### src/hdl/first_fit_table_space_allocator_macros.svh
// Assertion macros used by the allocator's top-level RTL file.
`ifndef FIRST_FIT_TABLE_SPACE_ALLOCATOR_MACROS_SVH
`define FIRST_FIT_TABLE_SPACE_ALLOCATOR_MACROS_SVH

// Same-cycle implication, disabled while reset is high.
`define FFTSA_ASSERT_NOW(label, clk, rst, ante, cons, msg) \
  label: assert property (@(posedge clk) disable iff (rst) (ante) |-> (cons)) \
    else $error(msg);

// Next-cycle implication, disabled while reset is high.
`define FFTSA_ASSERT_NEXT(label, clk, rst, ante, cons, msg) \
  label: assert property (@(posedge clk) disable iff (rst) (ante) |=> (cons)) \
    else $error(msg);

`endif

### src/hdl/fftsa_pkg.sv
// Types and codes shared by the first-fit table space allocator.
package fftsa_pkg;

  localparam int CFG_INDEX_BITS = 3;
  localparam int CFG_DATA_BITS  = 32;
  localparam int SIZE_BITS      = 24;
  localparam int LEN_BITS       = 32;

  // Configuration register indexes.
  localparam logic [CFG_INDEX_BITS-1:0] REG_REGION_BASE      = 3'd0;
  localparam logic [CFG_INDEX_BITS-1:0] REG_REGION_BYTES     = 3'd1;
  localparam logic [CFG_INDEX_BITS-1:0] REG_LEVEL1_BYTES     = 3'd2;
  localparam logic [CFG_INDEX_BITS-1:0] REG_LEVEL2_BYTES     = 3'd3;
  localparam logic [CFG_INDEX_BITS-1:0] REG_DESCRIPTOR_BYTES = 3'd4;

  // Request opcodes.
  localparam logic OP_ALLOC = 1'b0;
  localparam logic OP_FREE  = 1'b1;

  // Table kinds; the unused code is handled as a segment table.
  localparam logic [1:0] KIND_LEVEL1  = 2'd0;
  localparam logic [1:0] KIND_LEVEL2  = 2'd1;

  // Result status codes.
  localparam logic [1:0] ST_OK     = 2'd0;
  localparam logic [1:0] ST_NO_FIT = 2'd1;
  localparam logic [1:0] ST_FULL   = 2'd2;

  typedef struct packed {
    logic        opcode;
    logic [1:0]  table_kind;
    logic [15:0] segment_pages;
    logic [31:0] free_address;
  } req_t;

  typedef struct packed {
    logic [31:0] alloc_address;
    logic [1:0]  status;
  } resp_t;

endpackage

### src/hdl/first_fit_table_space_allocator.sv
// Top level of the first-fit table space allocator.
// Usage. Requests arrive as beats on in_valid, in_stall and in_data; each one
// gives exactly one result beat on out_valid, out_stall and out_data. A beat
// moves at a rising edge where valid is high and stall is low. An allocate
// returns the base of the first free segment large enough for the table kind;
// a free inserts the block into the address-ordered list without merging it.
// Structure. One RAM with a registered read holds the list, and a single
// compare unit walks it one entry per cycle. An allocate walks up from entry
// zero to the first entry that fits; when that segment is used up, the entries
// above it move down by one. A free walks down from the top, moving each entry
// above the block up by one, and a free into a full table goes straight to
// the result without a walk.
// One request is in flight at a time; in_stall is low only when idle. The
// next request may be accepted while the previous result still waits.
// Reset. A synchronous reset loads the default registers and then, in the
// S_INIT state, writes the single segment that spans the region into the RAM;
// a write to region_base or region_bytes reloads the table the same way.
// Stall. While out_stall is high the result beat holds, and a finished
// request waits in its last state until the output register frees.
module first_fit_table_space_allocator #(
  parameter int MAX_SEGMENTS = 64,
  parameter int ADDRESS_BITS = 32
) (
  input  logic                                 clk,
  input  logic                                 rst,
  input  logic                                 cfg_write,
  input  logic [fftsa_pkg::CFG_INDEX_BITS-1:0] cfg_index,
  input  logic [fftsa_pkg::CFG_DATA_BITS-1:0]  cfg_data,
  input  logic                                 in_valid,
  output logic                                 in_stall,
  input  fftsa_pkg::req_t                      in_data,
  output logic                                 out_valid,
  input  logic                                 out_stall,
  output fftsa_pkg::resp_t                     out_data
);

  import fftsa_pkg::*;

  `include "first_fit_table_space_allocator_macros.svh"

  localparam int AW = ADDRESS_BITS;
  localparam int IW = $clog2(MAX_SEGMENTS);
  localparam int CW = $clog2(MAX_SEGMENTS + 1);
  localparam int EW = AW + LEN_BITS;

  typedef enum logic [5:0] {
    S_INIT    = 6'b000001,
    S_IDLE    = 6'b000010,
    S_A_SCAN  = 6'b000100,
    S_A_SHIFT = 6'b001000,
    S_F_SCAN  = 6'b010000,
    S_FINISH  = 6'b100000
  } state_t;

  // Configuration registers.
  logic [31:0] region_base;
  logic [31:0] region_bytes;
  logic [15:0] level1_bytes;
  logic [15:0] level2_bytes;
  logic [7:0]  descriptor_bytes;
  logic [31:0] region_base_next;
  logic [31:0] region_bytes_next;
  logic        region_write;

  // Sequencer state.
  state_t         state;
  logic [CW-1:0]  count;
  logic [CW-1:0]  ptr;
  logic [CW-1:0]  ptr_dec;
  logic [IW-1:0]  chk_idx;
  logic           chk_valid;
  logic [SIZE_BITS-1:0] size;
  logic [SIZE_BITS-1:0] size_req;
  logic [AW-1:0]  free_addr;
  logic [31:0]    res_addr;
  logic [1:0]     res_status;

  // RAM ports.
  logic           ram_we;
  logic [IW-1:0]  ram_waddr;
  logic [EW-1:0]  ram_wdata;
  logic [IW-1:0]  ram_raddr;
  logic [EW-1:0]  ram_rdata;
  logic           fsm_we;
  logic [IW-1:0]  fsm_waddr;
  logic [EW-1:0]  fsm_wdata;

  // Entry under test and the decisions taken on it.
  logic [AW-1:0]       rd_base;
  logic [LEN_BITS-1:0] rd_len;
  logic [LEN_BITS-1:0] rest;
  logic                fit;
  logic                shift_up;
  logic [EW-1:0]       new_entry;
  logic [EW-1:0]       load_entry;

  // Conditions watched by the assertions.
  logic finishing;
  logic has_room;
  logic res_full;
  logic full_free_beat;

  // ---------------------------------------------------------------------
  // Configuration port. Region writes reload the table in the same cycle.
  // ---------------------------------------------------------------------
  assign region_write = cfg_write &&
                        (cfg_index == REG_REGION_BASE || cfg_index == REG_REGION_BYTES);
  assign region_base_next  = (cfg_write && cfg_index == REG_REGION_BASE) ?
                             cfg_data : region_base;
  assign region_bytes_next = (cfg_write && cfg_index == REG_REGION_BYTES) ?
                             cfg_data : region_bytes;
  assign load_entry = {AW'(region_base_next), region_bytes_next};

  always_ff @(posedge clk) begin
    if (rst) begin
      region_base      <= 32'd0;
      region_bytes     <= 32'd65536;
      level1_bytes     <= 16'd256;
      level2_bytes     <= 16'd256;
      descriptor_bytes <= 8'd8;
    end else if (cfg_write) begin
      case (cfg_index)
        REG_REGION_BASE:      region_base      <= cfg_data;
        REG_REGION_BYTES:     region_bytes     <= cfg_data;
        REG_LEVEL1_BYTES:     level1_bytes     <= cfg_data[15:0];
        REG_LEVEL2_BYTES:     level2_bytes     <= cfg_data[15:0];
        REG_DESCRIPTOR_BYTES: descriptor_bytes <= cfg_data[7:0];
        default: ;
      endcase
    end
  end

  // Byte size of the requested table; a segment table is pages times the
  // descriptor size.
  always_comb begin
    case (in_data.table_kind)
      KIND_LEVEL1: size_req = SIZE_BITS'(level1_bytes);
      KIND_LEVEL2: size_req = SIZE_BITS'(level2_bytes);
      default:     size_req = SIZE_BITS'(in_data.segment_pages) * SIZE_BITS'(descriptor_bytes);
    endcase
  end

  // ---------------------------------------------------------------------
  // Segment store: base in the upper part of each word, length below.
  // ---------------------------------------------------------------------
  fftsa_ram #(
    .WIDTH (EW),
    .DEPTH (MAX_SEGMENTS)
  ) u_segments (
    .clk   (clk),
    .we    (ram_we),
    .waddr (ram_waddr),
    .wdata (ram_wdata),
    .raddr (ram_raddr),
    .rdata (ram_rdata)
  );

  assign rd_base   = ram_rdata[EW-1:LEN_BITS];
  assign rd_len    = ram_rdata[LEN_BITS-1:0];
  assign rest      = rd_len - LEN_BITS'(size);
  assign fit       = chk_valid && (rd_len >= LEN_BITS'(size));
  assign shift_up  = rd_base > free_addr;
  assign new_entry = {free_addr, LEN_BITS'(size)};
  assign ptr_dec   = ptr - CW'(1);

  // The free walk runs downwards from the top of the list, every other walk
  // runs upwards.
  assign ram_raddr = (state == S_F_SCAN) ? ptr_dec[IW-1:0] : ptr[IW-1:0];

  always_comb begin
    fsm_we    = 1'b0;
    fsm_waddr = '0;
    fsm_wdata = '0;
    case (state)
      S_A_SCAN: begin
        // A partly used segment shrinks from its low end.
        if (fit && rest != '0) begin
          fsm_we    = 1'b1;
          fsm_waddr = chk_idx;
          fsm_wdata = {rd_base + AW'(size), rest};
        end
      end
      S_A_SHIFT: begin
        if (chk_valid) begin
          fsm_we    = 1'b1;
          fsm_waddr = chk_idx - IW'(1);
          fsm_wdata = ram_rdata;
        end
      end
      S_F_SCAN: begin
        // Each entry above the freed block moves up by one; the block goes
        // in just above the first entry whose base does not exceed it.
        if (chk_valid) begin
          fsm_we    = 1'b1;
          fsm_waddr = chk_idx + IW'(1);
          fsm_wdata = shift_up ? ram_rdata : new_entry;
        end else if (ptr == '0) begin
          fsm_we    = 1'b1;
          fsm_waddr = '0;
          fsm_wdata = new_entry;
        end
      end
      default: ;
    endcase
  end

  always_comb begin
    if (state == S_INIT || region_write) begin
      ram_we    = 1'b1;
      ram_waddr = '0;
      ram_wdata = load_entry;
    end else begin
      ram_we    = fsm_we;
      ram_waddr = fsm_waddr;
      ram_wdata = fsm_wdata;
    end
  end

  // ---------------------------------------------------------------------
  // Sequencer. One entry is read per cycle; its data, held in the RAM's read
  // register, is judged with the index and valid flag kept in chk_idx and chk_valid.
  // ---------------------------------------------------------------------
  assign in_stall = (state != S_IDLE);

  always_ff @(posedge clk) begin
    if (rst) begin
      state     <= S_INIT;
      count     <= CW'(1);
      ptr       <= '0;
      chk_valid <= 1'b0;
      out_valid <= 1'b0;
    end else begin
      // The finishing step sets the valid itself, so it is not cleared here.
      if (out_valid && !out_stall && state != S_FINISH) begin
        out_valid <= 1'b0;
      end
      if (region_write) begin
        count <= CW'(1);
      end
      case (state)
        S_INIT: begin
          state <= S_IDLE;
        end
        S_IDLE: begin
          if (in_valid) begin
            size      <= size_req;
            free_addr <= AW'(in_data.free_address);
            chk_valid <= 1'b0;
            if (in_data.opcode == OP_ALLOC) begin
              ptr   <= '0;
              state <= S_A_SCAN;
            end else if (count >= CW'(MAX_SEGMENTS)) begin
              res_addr   <= '0;
              res_status <= ST_FULL;
              state      <= S_FINISH;
            end else begin
              ptr   <= count;
              state <= S_F_SCAN;
            end
          end
        end
        S_A_SCAN: begin
          if (fit) begin
            res_addr   <= 32'(rd_base);
            res_status <= ST_OK;
            if (rest != '0) begin
              state <= S_FINISH;
            end else begin
              ptr       <= CW'(chk_idx) + CW'(1);
              chk_valid <= 1'b0;
              state     <= S_A_SHIFT;
            end
          end else if (ptr >= count && !chk_valid) begin
            res_addr   <= '0;
            res_status <= ST_NO_FIT;
            state      <= S_FINISH;
          end else begin
            chk_valid <= (ptr < count);
            chk_idx   <= ptr[IW-1:0];
            if (ptr < count) begin
              ptr <= ptr + CW'(1);
            end
          end
        end
        S_A_SHIFT: begin
          if (ptr >= count && !chk_valid) begin
            count <= count - CW'(1);
            state <= S_FINISH;
          end else begin
            chk_valid <= (ptr < count);
            chk_idx   <= ptr[IW-1:0];
            if (ptr < count) begin
              ptr <= ptr + CW'(1);
            end
          end
        end
        S_F_SCAN: begin
          if ((chk_valid && !shift_up) || (!chk_valid && ptr == '0)) begin
            count      <= count + CW'(1);
            res_addr   <= '0;
            res_status <= ST_OK;
            state      <= S_FINISH;
          end else begin
            chk_valid <= (ptr != '0);
            chk_idx   <= ptr_dec[IW-1:0];
            if (ptr != '0) begin
              ptr <= ptr_dec;
            end
          end
        end
        S_FINISH: begin
          if (!out_valid || !out_stall) begin
            out_valid              <= 1'b1;
            out_data.alloc_address <= res_addr;
            out_data.status        <= res_status;
            state                  <= S_IDLE;
          end
        end
        default: begin
          state <= S_IDLE;
        end
      endcase
    end
  end

  // ---------------------------------------------------------------------
  // Assertions.
  // ---------------------------------------------------------------------
  assign finishing      = (state == S_FINISH);
  assign has_room       = (count < CW'(MAX_SEGMENTS));
  assign res_full       = (res_status == ST_FULL);
  assign full_free_beat = in_valid && !in_stall && in_data.opcode == OP_FREE && !has_room;

  `FFTSA_ASSERT_NOW(a_out_rise, clk, rst, $rose(out_valid), $past(finishing), "stray result")
  `FFTSA_ASSERT_NOW(a_walk_room, clk, rst, state == S_F_SCAN, has_room, "free walk on full table")
  `FFTSA_ASSERT_NEXT(a_full_free, clk, rst, full_free_beat, finishing && res_full, "full free lost")

endmodule

### src/hdl/fftsa_ram.sv
// Generic simple dual-port RAM with one write port and a registered read port.
module fftsa_ram #(
  parameter int WIDTH = 64,
  parameter int DEPTH = 64
) (
  input  logic                     clk,
  input  logic                     we,
  input  logic [$clog2(DEPTH)-1:0] waddr,
  input  logic [WIDTH-1:0]         wdata,
  input  logic [$clog2(DEPTH)-1:0] raddr,
  output logic [WIDTH-1:0]         rdata
);

  logic [WIDTH-1:0] mem [DEPTH];

  always_ff @(posedge clk) begin
    if (we) begin
      mem[waddr] <= wdata;
    end
    rdata <= mem[raddr];
  end

endmodule

### config.mk
export PLATFORM = sky130hd
export DESIGN_NAME = first_fit_table_space_allocator
export DESIGN_NICKNAME = d
export VERILOG_FILES = /design/src/hdl/fftsa_pkg.sv /design/src/hdl/first_fit_table_space_allocator.sv /design/src/hdl/fftsa_ram.sv
export VERILOG_INCLUDE_DIRS = /design/src /design/src/hdl
export SDC_FILE = /design/constraint.sdc
export NUM_CORES = 2
export LEC_CHECK = 0
export BUFFER_PORTS_ARGS = -buffer_cell sky130_fd_sc_hd__buf_2
export CAP_MARGIN = 20
export CORE_AREA = 2 2 667 669
export CTS_CLUSTER_DIAMETER = 50
export DETAILED_ROUTE_END_ITERATION = 16
export DIE_AREA = 0 0 669 671
export GPL_TIMING_DRIVEN = 0
export PLACE_DENSITY_LB_ADDON = 0.05
export SLEW_MARGIN = 20
export SYNTH_ARGS = -nofsm -noshare
export SYNTH_HDL_FRONTEND = slang
export SYNTH_SLANG_ARGS = --single-unit
### constraint.sdc
create_clock -name clk -period 13 [get_ports clk]
set_input_delay 0 -clock clk [delete_from_list [all_inputs] [get_ports clk]]
set_output_delay 0 -clock clk [all_outputs]
set_load 0.02 [all_outputs]
==> metrics <==
EDFF count, synth 4226; Iteration-0 DRC Markers 11600; hpwl dp 428000 µm; number of global-route vias before repair 96000; PortBufs 122; YS warnings 0; PwrDens 152 nW/µm²; aggregate routed wire length 592000 µm; Slew HR 18.0%; 1st-pass router iterations 6; cell area after synthesis 176000 µm²; routed vias/inst 5.85; Die Area 449000 µm²; fmax 117 MHz; worst r2r dst u_segments.mem[33][31]; Placer Congestion 0.910; H-tree depth 6; Hold Crit Start in_data[32]; unrepaired setup endpoints after global routing false; drt drc 0; Netlist cell types 82; Crit Path Max Fanout 8; Setup-failing EPs final 0; CP delay by family, top simple AND/OR/NAND/NOR gates; Die Wd 669 µm; WP buf/inv 8; area leader, netlist edfxtp_1; register bit total from synthesis 4416; CP max stage delay 800 ps; height of the die 671 µm; Clock Skew 66.0 ps; CTS buffer count 529; initial core utilization 40.0%; Worst setup EP type register; Syn Nets 8800; via count 95200; critical path's most frequent cell buf_4; worst hold path depth 4; TritonCTS clock tree done; clk_lat worst skew 1060 ps; most frequent cells in the layout 4226 x edfxtp_1, 1280 x mux4_2, 544 x clkbuf_16, 507 x nand2_1, 347 x clkbuf_1; CP Data Arrival Time 9310 ps; peak supply drop 0.000146 V; Synth top area share 72.0%; Final Cycle Share 65.8%; overflow left after global routing 0; CTS Sinks 4416; most common cell after layout, fill and taps aside edfxtp_1; CTS root buffer clkbuf_16; CP required 13750 ps; Reg2Reg Launch Point size[21]; R2R depth 20; IO Count 127; clk buf depth 4; critical-path cell list inv_1 -> ha_1 -> a211oi_1 -> o21bai_1 -> or4_1 -> a2111oi_0 -> o2111ai_1 -> nor4bb_1 -> nand4_1 -> or3_1 -> buf_4 -> o21ai_2 -> nand3_1 -> nor3b_2 -> buf_6 -> buf_4 -> buf_4 -> buf_6 -> buf_4 -> buf_4; Mapped Cells 8484; Layout Area Growth over Synthesis 21.8%; leak pwr 72.2 nW; Multi-input gate area 44700 µm²; Final Hold Fails 0; min Tclk post-route 8550 ps; Worst path slowest cell nor3b_2; Total Nets Final 10200; Worst Tran Pin Value 1230 ps; average cell area after synthesis 20.8 µm²; fraction of registers with async set or reset after synthesis 0%; Avg WL per Cell 36.4 µm; Reg clk slew, reported paths 50 ps; core area 441000 µm²; r2r setup slk 4450 ps; fin. max-slew vios 0; pin count of the biggest net entering global routing 65; Primary FF master, synth edfxtp_1; total track usage 26.2%; top cells by area, synth edfxtp_1 72%, mux4_2 16%, dfxtp_1 2.2%; power consumption 32.6 mW; first-pass GRT wire length 806000 µm; critical path class register to register; max_cap viols 0; initial antenna violation count 50; Hold WC Path Type input port to register; outcome finished clean; Worst Setup Start Kind register; filler instances 36100; cell row count 244; register area share after synthesis 74.1%; layout cells sized above 1 30.1%; end of the worst hold path size[0]; post-route ant nets 0; Sequential Area 131000 µm²; Core Util, Final 48.7%
[repair_timing]
action / in CTS / in global routing
setup buffers: 0 / 0
gates resized for setup: 0 / 0
hold endpoints to repair: 622 / 0
hold buffers: 167 / 0
[metrics by stage]
step                instances  setup TNS [ps]  hold WS, ps  instance area, µm²  worst slack (ps)
floorplan                8484               0         90.4              176000              1580
global placement        14500        -8440240          177              184000            -12150
detailed placement      15100               0          178              196000              4730
CTS                     16200               0         3.73              215000              4690
global route            16200               0         37.0              215000              4430
finish                  16300               0         63.7              215000              4450
[flip-flops by register name (all words and copies together), names as in the netlist, 7 cells and up]
| name | cells |
|---|---|
| out_data | 34 |
| free_addr | 32 |
| region_base | 32 |
| u_segments.rdata | 64 |
| count | 7 |
| level1_bytes | 16 |
| u_segments.mem | 4096 |
| level2_bytes | 16 |
| res_addr | 32 |
| size | 24 |
| ptr | 7 |
| region_bytes | 32 |
| descriptor_bytes | 8 |
[per-layer routing]
metal	part of all wire (%)	track usage, %
met5	0.0089	0
met2	48	42.0
met3	6.6	4.03
met1	42	37.2
met4	3.3	7.87
[cells by family (layout without fill, tap and decap cells)]
kind of cell | count (synthesis) | after routing | synth area share, %
XOR/XNOR | 85 | 85 | 0.422
AND/OR/NAND/NOR | 1136 | 1136 | 3.02
other | 0 | 30 | 0
buffers and inverters | 635 | 2478 | 1.37
flip-flops | 4416 | 4416 | 74.1
multiplexers | 1363 | 1363 | 16.8
adder cells (fa/ha/maj) | 225 | 225 | 1.96
AO/OA/AOI/OAI | 624 | 624 | 2.30
[Yosys cell counts, types with 17 or more instances]
master    number
o21ai_0      102
a31oi_1       71
a22oi_1       17
mux4_2      1280
nor3_1        48
xor2_1        22
nor2_1       203
fa_1          86
inv_1        188
nand2_1      507
ha_1         139
xnor2_1       63
and2_1       124
and3_1        79
nand4_1       21
nor2b_1       17
edfxtp_1    4226
a21o_1        29
a221oi_1      55
a21oi_1      193
mux2i_1       82
buf_1         77
clkbuf_1     356
dfxtp_1      190
nand3_1       38
[worst register-to-register path, delay by kind of cell (launching register included)]
kind                     cells  cell delay, ps
flip-flops                   1             700
buffers and inverters        8            1580
adder cells (fa/ha/maj)      1             430
AND/OR/NAND/NOR              6            3670
AO/OA/AOI/OAI                5            1870
[cell type report]
cell class | count | share of cell area, %
inverter | 188 | 0.329
timing repair buffer | 905 | 5.79
multi-input combinational | 3433 | 20.8
clock buffer | 675 | 6.61
clock inverter | 263 | 1.24
antenna | 30 | 0.0350
sequential | 4416 | 60.9
buffer | 447 | 0.899
tap | 5904 | 3.44
[power breakdown]
part           total, mW  switching (mW)  internal, mW
logic               2.38            1.42         0.960
clock network       14.4            5.93          8.47
registers           15.9           0.141          15.7
[worst max-delay path by stage]
stage	from	slack [ps]	to	cells past startpoint
finish	size[21]	4450	u_segments.mem[33][31]	20
global route	size[22]	4430	u_segments.mem[33][35]	20
floorplan	size[0]	1580	u_segments.mem[1][0]	16
CTS	size[21]	4690	u_segments.mem[33][35]	20
detailed placement	size[21]	4730	u_segments.mem[33][32]	20
global placement	size[0]	-12150	u_segments.mem[1][18]	12
Note: power is estimated with default switching activity, not from simulation.
